## src/rtl/rmq_pkg.sv

```systemverilog
// ----------------------------------------------------------------------------
// Rotation matrix to quaternion package
// Shared widths, lane codes, pipeline payload types and the square root step.
// ----------------------------------------------------------------------------
package rmq_pkg;

	localparam int FRAC_BITS = 14;
	localparam int ELEM_W = 16;
	localparam int NUM_ELEM = 9;
	localparam int IN_W = ELEM_W * NUM_ELEM;
	localparam int SUM_W = ELEM_W + 2;
	localparam int MAG_W = SUM_W - 1;
	localparam int ROOT_W = (MAG_W + FRAC_BITS + 1) / 2;
	localparam int RAD_W = 2 * ROOT_W;
	localparam int REM_W = ROOT_W + 3;
	localparam int STEPS_PER_STAGE = 4;
	localparam int SQRT_STAGES = ROOT_W / STEPS_PER_STAGE;
	localparam int NUM_Q = 4;
	localparam int QW_W = 15;
	localparam int QV_W = 16;
	localparam int OUT_BITS = QW_W + 3 * QV_W;
	localparam int OUT_W = ((OUT_BITS + 7) / 8) * 8;
	localparam int ONE = 1 << FRAC_BITS;

	localparam logic signed [SUM_W-1:0] ONE_S = SUM_W'(ONE);

	localparam int LANE_W = 0;
	localparam int LANE_X = 1;
	localparam int LANE_Y = 2;
	localparam int LANE_Z = 3;

	typedef struct packed {
		logic [RAD_W-1:0] rad;
		logic [ROOT_W-1:0] root;
		logic [REM_W-1:0] rem;
	} sqrt_lane_t;

	typedef struct packed {
		sqrt_lane_t [NUM_Q-1:0] lane;
		logic [NUM_Q-1:0] neg;
	} sqrt_data_t;

	function automatic sqrt_lane_t sqrt_step(sqrt_lane_t l);
		logic [REM_W-1:0] r;
		logic [REM_W-1:0] t;
		sqrt_lane_t o;
		r = {l.rem[REM_W-3:0], l.rad[RAD_W-1 -: 2]};
		t = REM_W'({l.root, 2'b01});
		o.rad = {l.rad[RAD_W-3:0], 2'b00};
		if (r >= t) begin
			o.rem = r - t;
			o.root = {l.root[ROOT_W-2:0], 1'b1};
		end else begin
			o.rem = r;
			o.root = {l.root[ROOT_W-2:0], 1'b0};
		end
		return o;
	endfunction

endpackage

```

## src/rtl/rmq_sum_stage.sv

```systemverilog
// ----------------------------------------------------------------------------
// Rotation matrix to quaternion, input stage
// Forms the four diagonal sums, clamps them at zero and records the signs.
// ----------------------------------------------------------------------------
module rmq_sum_stage (
	input  logic                      clk,
	input  logic                      arst_n,
	input  logic                      in_valid,
	output logic                      in_ready,
	input  logic [rmq_pkg::IN_W-1:0]  in_data,
	output logic                      out_valid,
	input  logic                      out_ready,
	output rmq_pkg::sqrt_data_t       out_data
);
	import rmq_pkg::*;

	logic signed [SUM_W-1:0] e [NUM_ELEM];
	logic signed [SUM_W-1:0] sum [NUM_Q];
	sqrt_data_t next_d;
	logic v_s1;
	sqrt_data_t d_s1;

	function automatic logic [RAD_W-1:0] to_radicand(logic signed [SUM_W-1:0] s);
		logic [MAG_W-1:0] m;
		if (s[SUM_W-1])
			m = '0;
		else
			m = s[MAG_W-1:0];
		return RAD_W'({m, {FRAC_BITS{1'b0}}});
	endfunction

	always_comb begin
		for (int i = 0; i < NUM_ELEM; i++)
			e[i] = SUM_W'($signed(in_data[i*ELEM_W +: ELEM_W]));
		sum[LANE_W] = ONE_S + e[0] + e[4] + e[8];
		sum[LANE_X] = ONE_S + e[0] - e[4] - e[8];
		sum[LANE_Y] = ONE_S - e[0] + e[4] - e[8];
		sum[LANE_Z] = ONE_S - e[0] - e[4] + e[8];
		for (int k = 0; k < NUM_Q; k++) begin
			next_d.lane[k].rad = to_radicand(sum[k]);
			next_d.lane[k].root = '0;
			next_d.lane[k].rem = '0;
		end
		next_d.neg[LANE_W] = 1'b0;
		next_d.neg[LANE_X] = e[7] < e[5];
		next_d.neg[LANE_Y] = e[2] < e[6];
		next_d.neg[LANE_Z] = e[3] < e[1];
	end

	assign in_ready = ~v_s1 | out_ready;

	always_ff @(posedge clk or negedge arst_n) begin
		if (!arst_n) begin
			v_s1 <= 1'b0;
		end else if (in_ready) begin
			v_s1 <= in_valid;
		end
	end

	always_ff @(posedge clk) begin
		if (in_ready && in_valid) begin
			d_s1 <= next_d;
		end
	end

	assign out_valid = v_s1;
	assign out_data = d_s1;

endmodule

```

## src/rtl/rmq_sqrt_stage.sv

```systemverilog
// ----------------------------------------------------------------------------
// Rotation matrix to quaternion, square root stage
// Runs four restoring square root steps on each of the four lanes.
// ----------------------------------------------------------------------------
module rmq_sqrt_stage (
	input  logic                 clk,
	input  logic                 arst_n,
	input  logic                 in_valid,
	output logic                 in_ready,
	input  rmq_pkg::sqrt_data_t  in_data,
	output logic                 out_valid,
	input  logic                 out_ready,
	output rmq_pkg::sqrt_data_t  out_data
);
	import rmq_pkg::*;

	sqrt_data_t next_d;
	logic v_q;
	sqrt_data_t d_q;

	always_comb begin
		next_d = in_data;
		for (int k = 0; k < NUM_Q; k++)
			for (int j = 0; j < STEPS_PER_STAGE; j++)
				next_d.lane[k] = sqrt_step(next_d.lane[k]);
	end

	assign in_ready = ~v_q | out_ready;

	always_ff @(posedge clk or negedge arst_n) begin
		if (!arst_n) begin
			v_q <= 1'b0;
		end else if (in_ready) begin
			v_q <= in_valid;
		end
	end

	always_ff @(posedge clk) begin
		if (in_ready && in_valid) begin
			d_q <= next_d;
		end
	end

	assign out_valid = v_q;
	assign out_data = d_q;

endmodule

```

## src/rtl/rmq_out_stage.sv

```systemverilog
// ----------------------------------------------------------------------------
// Rotation matrix to quaternion, output stage
// Halves and saturates each root, applies the signs and holds the result.
// ----------------------------------------------------------------------------
module rmq_out_stage (
	input  logic                       clk,
	input  logic                       arst_n,
	input  logic                       in_valid,
	output logic                       in_ready,
	input  rmq_pkg::sqrt_data_t        in_data,
	output logic                       out_valid,
	input  logic                       out_ready,
	output logic [rmq_pkg::OUT_W-1:0]  out_data
);
	import rmq_pkg::*;

	logic [QW_W-1:0] mag [NUM_Q];
	logic [QV_W-1:0] sv [NUM_Q];
	logic [OUT_W-1:0] next_d;
	logic v_q;
	logic [OUT_W-1:0] d_q;

	always_comb begin
		for (int k = 0; k < NUM_Q; k++) begin
			mag[k] = in_data.lane[k].root[ROOT_W-1:1];
			if (mag[k] > QW_W'(ONE))
				mag[k] = QW_W'(ONE);
			if (in_data.neg[k])
				sv[k] = QV_W'(0) - QV_W'(mag[k]);
			else
				sv[k] = QV_W'(mag[k]);
		end
		next_d = OUT_W'({sv[LANE_Z], sv[LANE_Y], sv[LANE_X], mag[LANE_W]});
	end

	assign in_ready = ~v_q | out_ready;

	always_ff @(posedge clk or negedge arst_n) begin
		if (!arst_n) begin
			v_q <= 1'b0;
		end else if (in_ready) begin
			v_q <= in_valid;
		end
	end

	always_ff @(posedge clk) begin
		if (in_ready && in_valid) begin
			d_q <= next_d;
		end
	end

	assign out_valid = v_q;
	assign out_data = d_q;

endmodule

```

## src/rtl/rotation_matrix_to_quaternion_unit.sv

```systemverilog
// ----------------------------------------------------------------------------
// Rotation matrix to quaternion unit
// Converts a 3x3 rotation matrix in signed Q1.14 to a quaternion in Q1.14.
//
// A matrix arrives as one transfer on the s_axis channel and its quaternion
// leaves as one transfer on the m_axis channel, in the same order.
// The pipeline has six register stages: one for the diagonal sums and signs,
// four for the square roots (four root bits per stage, set by STEPS_PER_STAGE
// in the package), and one output register that halves, saturates and signs.
// One matrix can enter every cycle, so the sustained throughput is one result
// per cycle while the receiver keeps m_axis_tready high.
// Each stage has its own valid bit and loads whenever it is empty or its
// successor can take its contents, so bubbles are squeezed out while the
// receiver stalls, and a stall neither drops nor repeats a transfer.
// Reset clears all valid bits; the block is ready in the first cycle after it.
// ----------------------------------------------------------------------------
module rotation_matrix_to_quaternion_unit (
	input  logic                       clk,
	input  logic                       arst_n,
	input  logic                       s_axis_tvalid,
	output logic                       s_axis_tready,
	// m00, m01, m02, m10, m11, m12, m20, m21, m22, 16 bits each
	input  logic [rmq_pkg::IN_W-1:0]   s_axis_tdata,
	output logic                       m_axis_tvalid,
	input  logic                       m_axis_tready,
	// qw (15 bits), qx (16), qy (16), qz (16), one zero pad bit
	output logic [rmq_pkg::OUT_W-1:0]  m_axis_tdata
);
	import rmq_pkg::*;

	logic       stg_valid [SQRT_STAGES+1];
	logic       stg_ready [SQRT_STAGES+1];
	sqrt_data_t stg_data  [SQRT_STAGES+1];

	rmq_sum_stage u_sum (
		.clk       (clk),
		.arst_n    (arst_n),
		.in_valid  (s_axis_tvalid),
		.in_ready  (s_axis_tready),
		.in_data   (s_axis_tdata),
		.out_valid (stg_valid[0]),
		.out_ready (stg_ready[0]),
		.out_data  (stg_data[0])
	);

	for (genvar g = 0; g < SQRT_STAGES; g++) begin : g_sqrt
		rmq_sqrt_stage u_sqrt (
			.clk       (clk),
			.arst_n    (arst_n),
			.in_valid  (stg_valid[g]),
			.in_ready  (stg_ready[g]),
			.in_data   (stg_data[g]),
			.out_valid (stg_valid[g+1]),
			.out_ready (stg_ready[g+1]),
			.out_data  (stg_data[g+1])
		);
	end

	rmq_out_stage u_out (
		.clk       (clk),
		.arst_n    (arst_n),
		.in_valid  (stg_valid[SQRT_STAGES]),
		.in_ready  (stg_ready[SQRT_STAGES]),
		.in_data   (stg_data[SQRT_STAGES]),
		.out_valid (m_axis_tvalid),
		.out_ready (m_axis_tready),
		.out_data  (m_axis_tdata)
	);

endmodule
```

## config.mk

```make
export PLATFORM = sky130hd
export DESIGN_NAME = rotation_matrix_to_quaternion_unit
export DESIGN_NICKNAME = d
export VERILOG_FILES = /design/src/rtl/rmq_pkg.sv /design/src/rtl/rmq_sum_stage.sv /design/src/rtl/rmq_sqrt_stage.sv /design/src/rtl/rmq_out_stage.sv /design/src/rtl/rotation_matrix_to_quaternion_unit.sv
export SDC_FILE = /design/constraint.sdc
export NUM_CORES = 2
export LEC_CHECK = 0
export BUFFER_PORTS_ARGS = -buffer_cell sky130_fd_sc_hd__buf_2
export CAP_MARGIN = 5
export CORE_MARGIN = 5
export CORE_UTILIZATION = 45
export CTS_BUF_LIST = sky130_fd_sc_hd__clkbuf_4 sky130_fd_sc_hd__clkbuf_8
export DETAILED_ROUTE_END_ITERATION = 8
export PLACE_DENSITY = 0.62
export SETUP_SLACK_MARGIN = 0.15
export SLEW_MARGIN = 0
export SYNTH_ARGS = -nofsm -noshare
export SYNTH_HDL_FRONTEND = slang
export SYNTH_SLANG_ARGS = --single-unit
export TNS_END_PERCENT = 30
```

## constraint.sdc

```tcl
create_clock -name clk -period 14.75 [get_ports clk]
set_input_delay 2.95 -clock clk [delete_from_list [all_inputs] [get_ports clk]]
set_output_delay 2.95 -clock clk [all_outputs]
set_load 0.01 [all_outputs]
```

# After elaboration in Yosys (flattened, before gate mapping)
# Index checks and enable logic that the tools add are counted.
[classes]
bitwise = 12
magnitude_cmp = 71
add_sub_neg = 77
reduce_logical = 6
muxes = 70
[ops]
columns = ["op", "count"]
rows = [
  ["$mux 20", 64],
  ["$mux 15", 6],
  ["$ge 19x10->1", 4],
  ["$ge 19x11->1", 4],
  ["$ge 19x12->1", 4],
  ["$ge 19x13->1", 4],
  ["$ge 19x14->1", 4],
  ["$ge 19x15->1", 4],
  ["$ge 19x16->1", 4],
  ["$ge 19x17->1", 4],
  ["$ge 19x3->1", 4],
  ["$ge 19x4->1", 4],
  ["$ge 19x5->1", 4],
  ["$ge 19x6->1", 4],
  ["$ge 19x7->1", 4],
  ["$ge 19x8->1", 4],
  ["$ge 19x9->1", 4],
  ["$sub 19x10->19", 4],
  ["$sub 19x11->19", 4],
  ["$sub 19x12->19", 4],
  ["$sub 19x13->19", 4],
  ["$sub 19x14->19", 4],
  ["$sub 19x15->19", 4],
  ["$sub 19x16->19", 4],
  ["22 further kinds", 78],
]
[totals]
elab_cells = 296
input_bits = 148
reg_bits = 564

# Depth between registers and ports, before layout
[depth]
depth_word = 8
ltp_mapped = 55
depth_no_buf = 52

# Cells and area by module
# From an unflattened synthesis, not the netlist that was laid out.
[hier_totals]
cells_unflattened = 12775
hier_area_um2 = 112795.7
[by_module_without_submodules]
columns = ["mod", "n_inst", "area_per_inst_um2", "cells_per_inst"]
rows = [
  ["rmq_sqrt_stage (g_sqrt[2].u_sqrt ...)", 2, 25032.8, 2868],
  ["rmq_sqrt_stage (g_sqrt[1].u_sqrt)", 1, 24778.8, 2854],
  ["rmq_sqrt_stage (g_sqrt[0].u_sqrt)", 1, 24425.9, 2786],
  ["rmq_sum_stage", 1, 10022.1, 1081],
  ["rmq_out_stage", 1, 3503.4, 318],
]

# Least setup slack after synthesis
# No wires, ideal clock.
[synth_path]
path_type = "register -> register"
start = "register g_sqrt[1].u_sqrt.d_q, in the netlist g_sqrt[1].u_sqrt.out_data[157]"
end = "register g_sqrt[2].u_sqrt.d_q, in the netlist g_sqrt[2].u_sqrt.out_data[154] (data pin)"
arrival_time_ns = 10.355
t_required_ns = 14.483
setup_ns = 0.267
n_path_buf = 5
stages_incl_launch_ff = 51
setup_slack_ns = 4.128
cell_sequence = "edfxtp_1 inv_1 ha_1 o21a_1 o21a_1 o211ai_1 a21boi_0 o21bai_1 nand4_1 clkbuf_1 a21oi_1 ha_1 a21o_1 a21oi_1 nor2b_1 o21a_1 o41a_1 a21o_1 [... 15 more ...] or2_2 nor2b_1 nand2b_1 clkbuf_1 clkbuf_1 ha_1 a21o_1 a21oi_1 o21bai_1 a21oi_1 o21bai_1 a21oi_1 o21bai_1 a21oi_1 nor2b_1 or3_1 a31oi_1 o21ai_0"
[synth_rtl]
columns = ["element", "line_no", "text"]
rows = [
  ["from (decl)", "rmq_sqrt_stage.sv:19", "sqrt_data_t d_q;"],
  ["from (signal assigned)", "rmq_sqrt_stage.sv:40", "d_q <= next_d;"],
  ["to (signal assigned)", "rmq_sqrt_stage.sv:40", ""],
  ["to (decl)", "rmq_sqrt_stage.sv:19", ""],
]

==> flow_metrics.env <==
export IMPL_row_count=127
export IMPL_antenna_found_initial=6
export IMPL_ys_flop_type="edfxtp_1"
export IMPL_drive_gt1_share_pct=9.28
export IMPL_wire_per_inst_um=16.4
export IMPL_root_buffer="clkbuf_8"
export IMPL_cts_setup_buffers=0
export IMPL_die_h_um=356
export IMPL_avgSynthCellArea_um2=8.94
export IMPL_drv_cap=0
export IMPL_route_vias_total=44000
export IMPL_synthCells=6039
export IMPL_layout_commonest_cell="ha_1"
export IMPL_crit_buf_inv=5
export IMPL_path_clk_slew_ns=0.06
export IMPL_period_minus_slack_ns=12.86
export IMPL_r2r_end="g_sqrt[2].u_sqrt.out_data[154]"
export IMPL_grt_max_degree=74
export IMPL_ioPinCount=214
export IMPL_cpMostUsedCell="a21oi_1"
export IMPL_status="completed"
export IMPL_cts_repair_resized=0
export IMPL_synth_area_leader_cell="edfxtp_1"
export IMPL_synthesis_area_um2=54000
export IMPL_crit_required_ns=15.27
export IMPL_io_buffer_count=212
export IMPL_clock_sinks=556
export IMPL_cp_arrival_ns=13.37
export IMPL_ys_seq_elements=556
export IMPL_fill_cells=11300
export IMPL_area_growth_syn_to_layout_pct=9.43
export IMPL_ys_top_cells_by_area="edfxtp_1 (31%), ha_1 (14%), xnor2_1 (5.5%), a21oi_1 (4.8%), nor2_1 (3.8%)"
export IMPL_hold_viol_final=0
export IMPL_worst_slew_pin_slew_ns=1.06
export IMPL_cp_start_kind="flop"
export IMPL_cp_endpoint="g_sqrt[2].u_sqrt.out_data[154]"
export IMPL_final_cell_mix="ha_1 (588), edfxtp_1 (550), nor2_1 (545)"
export IMPL_synth_fp_nets=6857
export IMPL_cp_startpoint="g_sqrt[1].u_sqrt.out_data[157]"
export IMPL_crit_fanout=22
export IMPL_cts_max_path_buffers=3
export IMPL_synth_edf_count=550
export IMPL_synth_cell_types=109
export IMPL_reg2reg_slack_ns=1.89
export IMPL_crit_family="compound AO/OA/AOI/OAI gates"
export IMPL_ys_warn_count=0
export IMPL_cts_made_buffers=103
export IMPL_ff2ff_path_depth=51
export IMPL_max_slew_margin_rel_pct=29.0
export IMPL_endpoint_kind="flop"
export IMPL_path_depth=51
export IMPL_fmax_mhz=77.8
export IMPL_period_share_pct=87.2
export IMPL_cp_slowest_cell="nand4_1"
export IMPL_groute_usage_overall_pct=20.2
export IMPL_cpPeakStageDelay_ns=0.70
export IMPL_hold_class="flop to flop"
export IMPL_coreArea_um2=119000
export IMPL_fin_skew_ns=0.0577
export IMPL_place_congestion=0.889
export IMPL_rr_startpoint="g_sqrt[1].u_sqrt.out_data[157]"
export IMPL_die_w_um=356
export IMPL_htree_levels=3
export IMPL_hold_buffers=0
export IMPL_dp_final_hpwl_mm=105
export IMPL_grt_overflow=0
export IMPL_firstDrtPassIters=7
export IMPL_vias_per_cell=5.53
export IMPL_netlist_area_leader_share_pct=30.6
export IMPL_clk_latency_ns=0.81
export IMPL_fin_nets=7081
export IMPL_slew_viol_final=0
export IMPL_grt_pass1_vias=42500
export IMPL_fin_tns_setup_ns=0
export IMPL_finalSetupViolCount=0
export IMPL_drt_iter0_markers=2716
export IMPL_die_area_um2=127000
export IMPL_criticalPathCategory="flop to flop"
export IMPL_start_util_pct=45.2
export IMPL_final_antenna_net_count=0
export IMPL_routed_wirelength_mm=131
export IMPL_yosysSeqAreaShare_pct=30.9
export IMPL_grt_pass1_wl_mm=215
export IMPL_async_flop_share_pct=1.08
export IMPL_drc_errors=0
export IMPL_cts_tree="built"
export IMPL_rsz0062_at_grt="no"
## worst register-to-register path: cells and delay by family (launching register included)
| family | cells | cell delay, ns |
|---|---|---|
| AO/OA/AOI/OAI | 29 | 6.40 |
| AND/OR/NAND/NOR | 11 | 3.06 |
| adder cells (fa/ha/maj) | 5 | 1.54 |
| buffers and inverters | 5 | 0.99 |
| flip-flops | 1 | 0.39 |
| XOR/XNOR | 1 | 0.21 |
## cell usage after synthesis (34+ instances only)
master / instances
fa_1: 82
a21boi_0: 39
and3_1: 34
o211ai_1: 35
a21oi_1: 514
mux2i_1: 49
nor4_1: 45
nand2b_1: 81
o21bai_1: 88
o31ai_1: 55
o21ai_0: 351
xnor2_1: 339
ha_1: 588
nor2_1: 545
nor3_1: 200
edfxtp_1: 550
a31oi_1: 35
or3_1: 64
nand4_1: 46
a21o_1: 162
clkbuf_1: 88
nand2_1: 402
a211oi_1: 40
and2_1: 44
xor2_1: 183
o21a_1: 78
inv_1: 521
mux2_2: 77
nor2b_1: 103
nand3_1: 109
## sequential cells by signal, summed over array words and instances (netlist names)
register and count:
u_sum.out_valid 1, u_sum.out_data 71, g_sqrt.u_sqrt.out_data 416, u_out.out_valid 1, u_out.out_data 63, g_sqrt.u_sqrt.out_valid 4
## per-layer routing
metal,track usage (%),vias up,part of all wire [%]
met5,0,-,0.0099
met4,4.53,2,1.6
met3,2.79,149,4.7
met2,33.7,832,46
met1,28.0,20600,48
li1,-,22400,-
## kinds of logic after synthesis
logic type      Yosys count  share of synthesized area, %
xor+xnor                522                          8.47
compound gates         1652                          19.7
fa+ha+maj               670                          16.7
buf+inv                 655                          4.64
flops                   556                          30.9
simple gates           1853                          17.0
other cells               1                       0.00695
mux                     130                          2.60
## final cells by class
type / count / area (µm²) / share of cell area [%]
Antenna cell: 5 / 12.5 / 0.0212
Clock buffer: 128 / 1610 / 2.73
Clock inverter: 60 / 623 / 1.06
Inverter: 535 / 2010 / 3.40
Multi-Input combinational cell: 4828 / 34800 / 59.0
Sequential cell: 556 / 16700 / 28.2
Tap cell: 1612 / 2020 / 3.42
Timing Repair Buffer: 239 / 1260 / 2.14
## how the worst min path moves through the flow
stage / startpoint / to / cells after the start / slack, ns
2_1_floorplan: u_sum.out_data[120] / g_sqrt[0].u_sqrt.out_data[128] / 0 / 0.40
3_3_place_gp: u_sum.out_data[262] / g_sqrt[0].u_sqrt.out_data[270] / 0 / 0.40
3_5_place_dp: u_sum.out_data[126] / g_sqrt[0].u_sqrt.out_data[134] / 0 / 0.40
4_1_cts: u_sum.out_data[257] / g_sqrt[0].u_sqrt.out_data[265] / 0 / 0.40
5_1_grt: g_sqrt[0].u_sqrt.out_data[2] / g_sqrt[1].u_sqrt.out_data[2] / 0 / 0.40
6_report: u_sum.out_data[257] / g_sqrt[0].u_sqrt.out_data[265] / 0 / 0.39
## stage by stage
stage	instance area, µm²	setup WS, ns	util (%)	instances	hold slack [ns]
global placement	56800	2.37	47.5	7770	0.402
global route	59000	0.854	49.4	7959	0.403
floorplan	54000	4.13	-	6039	0.400
finish	59000	1.89	49.4	7963	0.392
detailed placement	56800	2.07	47.5	7770	0.405
CTS	59000	2.05	49.4	7958	0.398
Power is left out: the tool's default activity adds up to more than one toggle a clock period on the data nets, which glitch-free logic cannot reach.
